$ cat src/rtl/i2cm_pkg.sv
// ----------------------------------------------------------------------------
// i2cm_pkg
// Shared types and constants for the byte-transfer I2C master.
// ----------------------------------------------------------------------------
package i2cm_pkg;

  localparam int unsigned MaxBytesDef = 256;

  localparam logic [1:0] KIND_TICK  = 2'd0;
  localparam logic [1:0] KIND_WRITE = 2'd1;
  localparam logic [1:0] KIND_READ  = 2'd2;

  localparam logic [3:0] BITS_PER_BYTE = 4'd8;

  typedef enum logic [3:0] {
    PH_IDLE        = 4'd0,
    PH_ST_LOW      = 4'd1,
    PH_WB_LOAD     = 4'd2,
    PH_WB_SET      = 4'd3,
    PH_WB_RISE     = 4'd4,
    PH_WB_FALL     = 4'd5,
    PH_ACK_REL     = 4'd6,
    PH_ACK_SAMPLE  = 4'd7,
    PH_RB_RISE     = 4'd8,
    PH_RB_SAMPLE   = 4'd9,
    PH_RB_ACK      = 4'd10,
    PH_RB_ACK_RISE = 4'd11,
    PH_RB_ACK_FALL = 4'd12,
    PH_STOP_LOW    = 4'd13,
    PH_STOP_RISE   = 4'd14,
    PH_STOP_END    = 4'd15
  } i2cm_phase_e;

  typedef struct packed {
    logic [1:0] kind;
    logic [6:0] target_addr;
    logic [8:0] byte_count;
    logic [7:0] write_byte;
    logic       sda_in;
    logic       scl_in;
  } i2cm_item_t;

  typedef struct packed {
    logic       sda_out;
    logic       scl_out;
    logic       byte_taken;
    logic       read_valid;
    logic [7:0] read_byte;
    logic       busy_res;
    logic       done_res;
    logic       success;
  } i2cm_res_t;

endpackage

$ cat src/rtl/i2cm_in_stage.sv
// ----------------------------------------------------------------------------
// i2cm_in_stage
// Input register: holds one bus tick item until the engine steps on it.
// ----------------------------------------------------------------------------
module i2cm_in_stage (
  input  logic               clk_i,
  input  logic               rst_ni,
  input  logic               in_valid_i,
  output logic               in_ready_o,
  input  i2cm_pkg::i2cm_item_t item_i,
  input  logic               take_i,
  output logic               valid_o,
  output i2cm_pkg::i2cm_item_t item_o
);
  import i2cm_pkg::*;

  logic       valid_q;
  i2cm_item_t item_q;

  assign in_ready_o = !valid_q || take_i;

  always_ff @(posedge clk_i or negedge rst_ni) begin
    if (!rst_ni) begin
      valid_q <= 1'b0;
    end else if (in_ready_o) begin
      valid_q <= in_valid_i;
    end
  end

  always_ff @(posedge clk_i) begin
    if (in_valid_i && in_ready_o) begin
      item_q <= item_i;
    end
  end

  assign valid_o = valid_q;
  assign item_o  = item_q;

endmodule

$ cat src/rtl/i2cm_engine.sv
// ----------------------------------------------------------------------------
// i2cm_engine
// Bus phase sequencer: one pin step per item, START, address, data, STOP.
// ----------------------------------------------------------------------------
module i2cm_engine #(
  parameter int unsigned MAX_BYTES = i2cm_pkg::MaxBytesDef
) (
  input  logic                 clk_i,
  input  logic                 rst_ni,
  input  logic                 step_i,
  input  i2cm_pkg::i2cm_item_t item_i,
  output i2cm_pkg::i2cm_res_t  res_o
);
  import i2cm_pkg::*;

  localparam int unsigned BW = $clog2(MAX_BYTES + 1);

  i2cm_phase_e   phase_q, phase_d;
  logic [3:0]    bit_idx_q, bit_idx_d;
  logic [7:0]    shift_q, shift_d;
  logic [BW-1:0] left_q, left_d;
  logic          is_read_q, is_read_d;
  logic          ok_q, ok_d;
  logic          sda_q, sda_d;
  logic          scl_q, scl_d;

  logic [31:0]   cnt_w;
  logic [31:0]   cnt_sat;
  logic [3:0]    bit_inc;
  logic [7:0]    rx_shift;

  assign cnt_w    = 32'(item_i.byte_count);
  assign cnt_sat  = (cnt_w > 32'(MAX_BYTES)) ? 32'(MAX_BYTES) : cnt_w;
  assign bit_inc  = bit_idx_q + 4'd1;
  assign rx_shift = {shift_q[6:0], item_i.sda_in};

  always_comb begin
    phase_d   = phase_q;
    bit_idx_d = bit_idx_q;
    shift_d   = shift_q;
    left_d    = left_q;
    is_read_d = is_read_q;
    ok_d      = ok_q;
    sda_d     = sda_q;
    scl_d     = scl_q;
    res_o     = '0;

    unique case (phase_q)
      PH_ST_LOW: begin
        scl_d     = 1'b0;
        bit_idx_d = '0;
        phase_d   = PH_WB_SET;
      end
      PH_WB_LOAD: begin
        shift_d          = item_i.write_byte;
        res_o.byte_taken = 1'b1;
        left_d           = left_q - BW'(1);
        sda_d            = item_i.write_byte[7];
        phase_d          = PH_WB_RISE;
      end
      PH_WB_SET: begin
        sda_d   = shift_q[7];
        phase_d = PH_WB_RISE;
      end
      PH_WB_RISE: begin
        scl_d   = 1'b1;
        phase_d = PH_WB_FALL;
      end
      PH_WB_FALL: begin
        scl_d     = 1'b0;
        shift_d   = {shift_q[6:0], 1'b0};
        bit_idx_d = bit_inc;
        phase_d   = (bit_inc >= BITS_PER_BYTE) ? PH_ACK_REL : PH_WB_SET;
      end
      PH_ACK_REL: begin
        sda_d   = 1'b1;
        scl_d   = 1'b1;
        phase_d = PH_ACK_SAMPLE;
      end
      PH_ACK_SAMPLE: begin
        scl_d = 1'b0;
        priority if (item_i.sda_in) begin
          ok_d    = 1'b0;
          phase_d = PH_STOP_LOW;
        end else if (left_q == '0) begin
          ok_d    = 1'b1;
          phase_d = PH_STOP_LOW;
        end else begin
          bit_idx_d = '0;
          if (is_read_q) begin
            left_d  = left_q - BW'(1);
            shift_d = '0;
            phase_d = PH_RB_RISE;
          end else begin
            phase_d = PH_WB_LOAD;
          end
        end
      end
      PH_RB_RISE: begin
        scl_d   = 1'b1;
        phase_d = PH_RB_SAMPLE;
      end
      PH_RB_SAMPLE: begin
        if (item_i.scl_in) begin
          shift_d   = rx_shift;
          scl_d     = 1'b0;
          bit_idx_d = bit_inc;
          if (bit_inc >= BITS_PER_BYTE) begin
            res_o.read_valid = 1'b1;
            res_o.read_byte  = rx_shift;
            phase_d          = PH_RB_ACK;
          end else begin
            phase_d = PH_RB_RISE;
          end
        end
      end
      PH_RB_ACK: begin
        sda_d   = (left_q == '0);
        phase_d = PH_RB_ACK_RISE;
      end
      PH_RB_ACK_RISE: begin
        scl_d   = 1'b1;
        phase_d = PH_RB_ACK_FALL;
      end
      PH_RB_ACK_FALL: begin
        scl_d = 1'b0;
        sda_d = 1'b1;
        if (left_q == '0) begin
          ok_d    = 1'b1;
          phase_d = PH_STOP_LOW;
        end else begin
          bit_idx_d = '0;
          left_d    = left_q - BW'(1);
          shift_d   = '0;
          phase_d   = PH_RB_RISE;
        end
      end
      PH_STOP_LOW: begin
        sda_d   = 1'b0;
        phase_d = PH_STOP_RISE;
      end
      PH_STOP_RISE: begin
        scl_d   = 1'b1;
        phase_d = PH_STOP_END;
      end
      PH_STOP_END: begin
        sda_d          = 1'b1;
        res_o.done_res = 1'b1;
        res_o.success  = ok_q;
        phase_d        = PH_IDLE;
      end
      PH_IDLE: begin
        sda_d = 1'b1;
        scl_d = 1'b1;
        if (item_i.kind == KIND_WRITE || item_i.kind == KIND_READ) begin
          is_read_d = (item_i.kind == KIND_READ);
          shift_d   = {item_i.target_addr, item_i.kind == KIND_READ};
          left_d    = cnt_sat[BW-1:0];
          bit_idx_d = '0;
          ok_d      = 1'b0;
          sda_d     = 1'b0;  // start: SDA falls with SCL high
          phase_d   = PH_ST_LOW;
        end
      end
    endcase

    res_o.sda_out  = sda_d;
    res_o.scl_out  = scl_d;
    res_o.busy_res = (phase_d != PH_IDLE);
  end

  always_ff @(posedge clk_i or negedge rst_ni) begin
    if (!rst_ni) begin
      phase_q   <= PH_IDLE;
      bit_idx_q <= '0;
      shift_q   <= '0;
      left_q    <= '0;
      is_read_q <= 1'b0;
      ok_q      <= 1'b0;
      sda_q     <= 1'b1;
      scl_q     <= 1'b1;
    end else if (step_i) begin
      phase_q   <= phase_d;
      bit_idx_q <= bit_idx_d;
      shift_q   <= shift_d;
      left_q    <= left_d;
      is_read_q <= is_read_d;
      ok_q      <= ok_d;
      sda_q     <= sda_d;
      scl_q     <= scl_d;
    end
  end

  a_bit_idx_range: assert property (@(posedge clk_i) disable iff (!rst_ni)
    bit_idx_q <= BITS_PER_BYTE)
    else $error("bit index past one byte");

  a_idle_released: assert property (@(posedge clk_i) disable iff (!rst_ni)
    (phase_q == PH_IDLE) |-> (sda_q && scl_q))
    else $error("lines not released while idle");

  a_stop_to_idle: assert property (@(posedge clk_i) disable iff (!rst_ni)
    (step_i && phase_q == PH_STOP_END) |=> (phase_q == PH_IDLE))
    else $error("stop did not return to idle");

  a_stretch_holds: assert property (@(posedge clk_i) disable iff (!rst_ni)
    (step_i && phase_q == PH_RB_SAMPLE && !item_i.scl_in)
      |=> ($stable(shift_q) && phase_q == PH_RB_SAMPLE))
    else $error("read bit advanced while SCL stretched");

endmodule

$ cat src/rtl/i2cm_out_stage.sv
// ----------------------------------------------------------------------------
// i2cm_out_stage
// Result register: holds one result item until the consumer takes it.
// ----------------------------------------------------------------------------
module i2cm_out_stage (
  input  logic                clk_i,
  input  logic                rst_ni,
  input  logic                load_i,
  input  i2cm_pkg::i2cm_res_t res_i,
  output logic                space_o,
  output logic                out_valid_o,
  input  logic                out_ready_i,
  output i2cm_pkg::i2cm_res_t res_o
);
  import i2cm_pkg::*;

  logic      valid_q;
  i2cm_res_t res_q;

  assign space_o = !valid_q || out_ready_i;

  always_ff @(posedge clk_i or negedge rst_ni) begin
    if (!rst_ni) begin
      valid_q <= 1'b0;
    end else if (space_o) begin
      valid_q <= load_i;
    end
  end

  always_ff @(posedge clk_i) begin
    if (load_i) begin
      res_q <= res_i;
    end
  end

  assign out_valid_o = valid_q;
  assign res_o       = res_q;

endmodule

$ cat src/rtl/i2c_master_byte_transfer_top.sv
// ----------------------------------------------------------------------------
// i2c_master_byte_transfer_top
// I2C master, byte transfers, one open-drain pin step per bus tick item.
//
//   channel | handshake             | payload
//   --------+-----------------------+--------------------------------------
//   in      | in_valid_i/in_ready_o | kind, target_addr, byte_count,
//           |                       | write_byte, sda_in, scl_in
//   out     | out_valid_o/out_ready_i| sda_out, scl_out, byte_taken,
//           |                       | read_valid, read_byte, busy_res,
//           |                       | done_res, success
//
// One item per cycle sustained while the output is not stalled; an accepted
// item goes through the input register, then the phase sequencer into the
// result register.
// Reset clears the sequencer to idle with both lines released.
// A stalled output holds the result; one further item waits in the input
// register, after which in_ready_o drops.
// ----------------------------------------------------------------------------
module i2c_master_byte_transfer_top #(
  parameter int unsigned MAX_BYTES = i2cm_pkg::MaxBytesDef
) (
  input  logic       clk_i,
  input  logic       rst_ni,
  input  logic       in_valid_i,
  output logic       in_ready_o,
  input  logic [1:0] kind_i,
  input  logic [6:0] target_addr_i,
  input  logic [8:0] byte_count_i,
  input  logic [7:0] write_byte_i,
  input  logic       sda_in_i,
  input  logic       scl_in_i,
  output logic       out_valid_o,
  input  logic       out_ready_i,
  output logic       sda_out_o,
  output logic       scl_out_o,
  output logic       byte_taken_o,
  output logic       read_valid_o,
  output logic [7:0] read_byte_o,
  output logic       busy_res_o,
  output logic       done_res_o,
  output logic       success_o
);
  import i2cm_pkg::*;

  i2cm_item_t item_in, item_s1;
  i2cm_res_t  res_eng, res_out;
  logic       s1_valid;
  logic       out_space;
  logic       step;

  assign item_in = '{kind:        kind_i,
                     target_addr: target_addr_i,
                     byte_count:  byte_count_i,
                     write_byte:  write_byte_i,
                     sda_in:      sda_in_i,
                     scl_in:      scl_in_i};

  assign step = s1_valid && out_space;

  i2cm_in_stage u_in (
    .clk_i      (clk_i),
    .rst_ni     (rst_ni),
    .in_valid_i (in_valid_i),
    .in_ready_o (in_ready_o),
    .item_i     (item_in),
    .take_i     (step),
    .valid_o    (s1_valid),
    .item_o     (item_s1)
  );

  i2cm_engine #(
    .MAX_BYTES (MAX_BYTES)
  ) u_engine (
    .clk_i  (clk_i),
    .rst_ni (rst_ni),
    .step_i (step),
    .item_i (item_s1),
    .res_o  (res_eng)
  );

  i2cm_out_stage u_out (
    .clk_i       (clk_i),
    .rst_ni      (rst_ni),
    .load_i      (step),
    .res_i       (res_eng),
    .space_o     (out_space),
    .out_valid_o (out_valid_o),
    .out_ready_i (out_ready_i),
    .res_o       (res_out)
  );

  assign sda_out_o    = res_out.sda_out;
  assign scl_out_o    = res_out.scl_out;
  assign byte_taken_o = res_out.byte_taken;
  assign read_valid_o = res_out.read_valid;
  assign read_byte_o  = res_out.read_byte;
  assign busy_res_o   = res_out.busy_res;
  assign done_res_o   = res_out.done_res;
  assign success_o    = res_out.success;

endmodule

$ cat config.mk
export PLATFORM = sky130hd
export DESIGN_NAME = i2c_master_byte_transfer_top
export DESIGN_NICKNAME = d
export VERILOG_FILES = /design/src/rtl/i2cm_pkg.sv /design/src/rtl/i2cm_in_stage.sv /design/src/rtl/i2cm_engine.sv /design/src/rtl/i2cm_out_stage.sv /design/src/rtl/i2c_master_byte_transfer_top.sv
export SDC_FILE = /design/constraint.sdc
export NUM_CORES = 1
export LEC_CHECK = 0
export ABC_AREA = 1
export BUFFER_PORTS_ARGS = -buffer_cell sky130_fd_sc_hd__buf_2
export CORE_MARGIN = 10
export CORE_UTILIZATION = 58
export DETAILED_ROUTE_END_ITERATION = 8
export PLACE_DENSITY = 0.8
export SLEW_MARGIN = 30
export SYNTH_ARGS = -nofsm -noshare
export SYNTH_HDL_FRONTEND = slang
export SYNTH_SLANG_ARGS = --single-unit
export TNS_END_PERCENT = 10
$ cat constraint.sdc
create_clock -name clk_i -period 2.2 [get_ports clk_i]
set_input_delay 0.33 -clock clk_i [delete_from_list [all_inputs] [get_ports clk_i]]
set_output_delay 0.33 -clock clk_i [all_outputs]
set_load 0.02 [all_outputs]
# After elaboration in Yosys (flattened, before gate mapping)

Index checks and enable logic that the tools add are counted.
Widths: inputs -> output; s select.

Register bits after elaboration: 74
Bits in latches: 0
Bits in writable memories: 0
Memory bits (read-only): 0
Bits of input ports: 32
Output and inout port bits: 17
Logic and storage cells: 115
Memories: 0

Add/subtract/negate cells: 2
$mul: 0
Div/mod/pow operators: 0
Order comparisons: 2
Equality and inequality tests: 23
Shift-type cells: 0
Muxes and demuxes: 39
Bitwise gates (word level): 0
Reductions and logical operators: 25

Operators by type and width:

| operator            | number |
|---|---|
| $mux 9              | 7 |
| $pmux 4 s15         | 1 |
| $mux 8              | 6 |
| $pmux 8 s6          | 1 |
| $mux 4              | 9 |
| $pmux 9 s4          | 1 |
| $eq 4x4->1 const B  | 8 |
| $pmux 4 s6          | 1 |
| $eq 4x3->1 const B  | 4 |
| $reduce_bool 6->1   | 2 |
| $gt 9x9->1 const B  | 1 |
| $logic_not 9->1     | 1 |
| $reduce_and 3->1    | 3 |
| $sub 9x1->9 const B | 1 |
| $eq 4x2->1 const B  | 2 |
| $ne 2x2->1 const B  | 4 |
| $reduce_and 8->1    | 1 |
| $reduce_bool 4->1   | 2 |
| $reduce_and 7->1    | 1 |
| $mux 1              | 6 |
| $mux 3              | 2 |
| $pmux 1 s3          | 2 |
| $pmux 1 s6          | 1 |
| $reduce_or 6->1     | 1 |
| 17 further kinds    | 23 |

# Depth between registers and ports, before layout

Depth after elaboration: 6
Mapped depth: 12
Gate-level depth less buffers: 12

# Cells and area by module

Synthesis repeated with hierarchy kept, for this count alone.

Cell total of the unflattened synthesis: 427
Area total of the unflattened synthesis: 3733.6 um2

Modules (own cells, without submodules):

| module                       | instances | cells each | area an instance (um2) | seq. area each (um2) |
|---|---|---|---|---|
| i2cm_engine                  | 1         | 371        | 2344.7                 | 728.2 |
| i2cm_in_stage                | 1         | 34         | 885.8                  | 865.8 |
| i2cm_out_stage               | 1         | 20         | 495.5                  | 475.5 |
| i2c_master_byte_transfer_top | 1         | 2          | 7.5                    | 0.0 |

# Worst setup path after synthesis

OpenSTA, ideal clock, no wires.

Path type: register -> register
From: register u_out.valid_q (netlist: u_out.out_valid_o)
To: register u_in.item_q, in the netlist u_in.item_o[0], enable pin
Library setup time: 0.383 ns
Data arrival time: 1.394 ns
Data required time: 1.817 ns
Path slack: 0.424 ns
Cell stages (with the launch flop): 4
Path buffers: 0
Period minus slack after synthesis: 1.776 ns
Cells stage by stage: dfrtp_1 > nand3_1 > nand2_1 > inv_1

Longest elaborated chain between the ends: 5

RTL lines:

| element                  | line                               | RTL |
|---|---|---|
| start: declaration       | i2cm_out_stage.sv:17               | `logic valid_q;` |
| start signal: assignment | i2cm_out_stage.sv:26               | `valid_q <= load_i;` |
| $logic_not 1->1          | i2cm_out_stage.sv:20               | `assign space_o = !valid_q \|\| out_ready_i;` |
| $logic_or 1x1->1         | i2cm_out_stage.sv:20               |  |
| $logic_and 1x1->1        | i2c_master_byte_transfer_top.sv:59 | `assign step = s1_valid && out_space;` |
| $logic_or 1x1->1         | i2cm_in_stage.sv:20                | `assign in_ready_o = !valid_q \|\| take_i;` |
| via in_ready_o           | i2c_master_byte_transfer_top.sv:26 | `output logic in_ready_o,` |
| $logic_and 1x1->1        | i2cm_in_stage.sv:31                | `if (in_valid_i && in_ready_o) begin` |
| end signal: assignment   | i2cm_in_stage.sv:32                | `item_q <= item_i;` |
| end: declaration         | i2cm_in_stage.sv:18                | `i2cm_item_t item_q;` |

The timed path passes the listed nets, and every way through them passes these cells.
A chain may end at the register's enable or synchronous reset.

# Worst setup path after layout

From: register u_engine.phase_q[0]
To: register u_engine.bit_idx_q[1]

Longest elaborated chain between the ends: 3
Elaborated cells on any way between the ends: 12
Classes of those cells: 8 x eq/ne; 1 x mux; 3 x reduce/logical

RTL lines:

| element                                                          | line               | RTL |
|---|---|---|
| start: declaration                                               | i2cm_engine.sv:18  | `i2cm_phase_e phase_q, phase_d;` |
| start signal: assignment                                         | i2cm_engine.sv:183 | `phase_q <= phase_d;` |
| $eq 4x1->1, or another cell as far along                         | i2cm_engine.sv:48  | `unique case (phase_q)` |
| $reduce_bool 6->1 (no source line), or another cell as far along | n/a                |  |
| $reduce_and 5->1 (no source line)                                | n/a                |  |
| end signal: assignment                                           | i2cm_engine.sv:184 | `bit_idx_q <= bit_idx_d;` |
| end: declaration                                                 | i2cm_engine.sv:19  | `logic [3:0] bit_idx_q, bit_idx_d;` |

Parallel ways exist; a longest one is shown, timed or not.

==> results.toml <==
[critical_path]
crit_end = "u_engine.bit_idx_q[1]"
crit_path_max_fanout = 10
start_kind = "register"
endpoint_kind = "register"
path_class = "register to register"
crit_arrival_ns = 2.22
reg2reg_to = "u_engine.bit_idx_q[1]"
crit_path_start = "u_engine.phase_q[0]"
reg2reg_from = "u_engine.phase_q[0]"
crit_required_ns = 2.45
r2r_cells = 8
rrSetupSlack_ns = 0.23

[global_routing]
grt_overflow = 0
grt_max_degree = 32
grt_pass1_wl_um = 13680
grt_pass1_vias = 2942
grt_usage = 0.1686
antenna_found_initial = 0

[die]
rows = 29
start_util = 0.5927
die_h_um = 100.3
io-pin-count = 49
die_w_um = 100.3
die_area_um2 = 10070
coreArea_um2 = 6314

[sta]
finalSetupViolCount = 0
max_clock_freq_ghz = 0.5076
max_slew_margin = 0.5269
finalCritPeriodShare = 0.8954
fin_crit_ns = 1.970
maxSlewViolCount = 0
worst-slew-pin-transition_ns = 0.7097
tns_ns = 0
worst_clock_skew_ns = 0.01089
finalHoldViolCount = 0
rsz0062_at_grt = "false"
whs_ns = 0.02055
layout_setup_ws_ns = 0.2301

[cts]
cts_tree = "done"
cts.htree.levels = 3
cts.sinks = 74
clockBufferDepth = 2
ctsRootBufferMaster = "clkbuf_8"
cts_resized = 0
postCtsSetupBuffers = 0
path_clk_slew_ns = 0.08
worstSkewPairLatency_ns = 0.36
ctsHoldBuffers = 0
cts_made_buffers = 9

[placed_design]
portBuffers = 48
dp_slack_ns = 0.2890
gp_congestion = 0.9730
hpwlAfterDp_um = 6230
placed_cell_area_um2 = 4099

[logic_synthesis]
synth_nets = 487
synth.area.top_cells = "edfxtp_1 (35%), dfrtp_1 (19%), nand2_1 (14%)"
netlist_area_um2 = 3742
synth_top_area_share = 0.3450
seq_area_frac_synth = 0.5530
synth_cell_types = 27
syn_inst = 451
synth_seq_cells = 74
synth_top_cell_by_area = "edfxtp_1"
syn_avg_cell_area_um2 = 8.298
ys_warn_count = 0

[detailed_routing]
vias = 3174
drt-pass1-iter-count = 5
drt-total-wl_um = 8411
drtIter0Drc = 237
drc = 0
avgViaCountPerCell = 5.352
routedWlPerCell_um = 14.18
ant_nets = 0

[pwr]
peakVddDrop_mv = 0.6714
leakagePower_uw = 0.002161
power_density_nw_per_um2 = 1289

[layout]
nets = 547
stdcell_area_um2 = 4300
final_layout_size_suffix_gt1_frac = 0.1841
area_growth_pct = 14.91
fill_cells = 530
diodes = 0

[run]
drv_cap = 0

[run_status]
outcome = "complete, no violations"

[min_path]
hold_class = "input port to async pin"
## area by class of cell
| cell class | count | area [um^2] | area share |
|---|---|---|---|
| tap | 77 | 96.34 | 0.02240 |
| clock buffer | 9 | 123.9 | 0.02880 |
| multi-input combinational | 317 | 1445 | 0.3361 |
| timing repair buffer | 53 | 277.8 | 0.06459 |
| clock inverter | 7 | 77.57 | 0.01804 |
| inverter | 56 | 210.2 | 0.04888 |
| sequential | 74 | 2069 | 0.4812 |
## routing by layer
metal / GRT usage / vias up / wire (um)
li1: - / 1572 / -
met1: 0.2142 / 1475 / 3762
met2: 0.2720 / 114 / 4015
met3: 0.04396 / 13 / 514
met4: 0.05870 / 0 / 118
met5: 0 / - / 0
## worst min path at each step
stage,start,endpoint,cells past startpoint
2_1_floorplan,rst_ni,u_engine.bit_idx_q[0],0
3_3_place_gp,rst_ni,u_engine.phase_q[1],1
3_5_place_dp,rst_ni,u_engine.phase_q[1],1
4_1_cts,rst_ni,u_engine.shift_q[2],1
5_1_grt,rst_ni,u_engine.shift_q[4],1
6_report,rst_ni,u_engine.phase_q[1],1
## where the power goes
| part | leakage (uW) | total [uW] | switching (uW) | internal (uW) |
|---|---|---|---|---|
| registers | 0.000810 | 2070 | 264 | 1810 |
| logic | 0.00125 | 2400 | 1640 | 757 |
| clock network | 0.000100 | 1070 | 539 | 533 |
| total | 0.00216 | 5540 | 2440 | 3100 |
## worst max-delay path: stages (launching register included)
cell and delay [ns]:
dfrtp_1 0.46, nor2_1 0.47, nand2_1 0.23, nand2_2 0.18
nor2_4 0.09, nand2_2 0.12, nand3_1 0.16, nand2_1 0.11
nand2_1 0.05
## synth_stat cells, drive strengths merged
cell    number
nor2        68
a31oi        1
a21oi       13
nand3       50
edfxtp      43
o211ai       1
or2          2
a22oi        1
inv         56
buf          3
o21ai       16
ha           4
xor2         1
nand2      152
xnor2        1
dfrtp       29
clkbuf       1
dfstp        2
nand4        7
## metrics by stage
step,cells,total power (uW),utilization
after floorplan,451,3838,-
after global placement,577,4393,0.6492
after detailed placement,577,4451,0.6492
after CTS,593,5528,0.6811
after global routing,593,5948,0.6811
final,593,5542,0.6811
## sequential cells by signal, indices dropped and copies added, names as in the netlist
name	flops
u_engine.ok_q	1
u_engine.sda_q	1
u_engine.is_read_q	1
u_out.out_valid_o	1
u_engine.phase_q	4
u_in.item_o	28
u_out.res_o	15
u_engine.shift_q	8
u_in.valid_o	1
u_engine.left_q	9
u_engine.bit_idx_q	4
u_engine.scl_q	1
## kinds of logic (layout without fill, tap and decap cells)
group | after synthesis | in the layout | share of synthesized area
AND/OR/NAND/NOR | 279 | 279 | 0.3206
flip-flops | 74 | 74 | 0.5530
buffers and inverters | 60 | 125 | 0.06185
AO/OA/AOI/OAI | 32 | 32 | 0.04648
adder cells (fa/ha/maj) | 4 | 4 | 0.01337
XOR/XNOR | 2 | 2 | 0.004682
## placed cells by master, fill, tap and decap left out, drive strengths merged
cell / synthesis / routed
a21oi: 13 / 13
a22oi: 1 / 1
a31oi: 1 / 1
buf: 3 / 53
bufinv: 0 / 1
clkbuf: 1 / 9
clkinv: 0 / 3
clkinvlp: 0 / 1
dfrtp: 29 / 29
dfstp: 2 / 2
edfxtp: 43 / 43
ha: 4 / 4
inv: 56 / 58
nand2: 152 / 152
nand3: 50 / 50
nand4: 7 / 7
nor2: 68 / 68
o211ai: 1 / 1
o21ai: 16 / 16
or2: 2 / 2
xnor2: 1 / 1
xor2: 1 / 1
(Power assumes the default switching activity.)
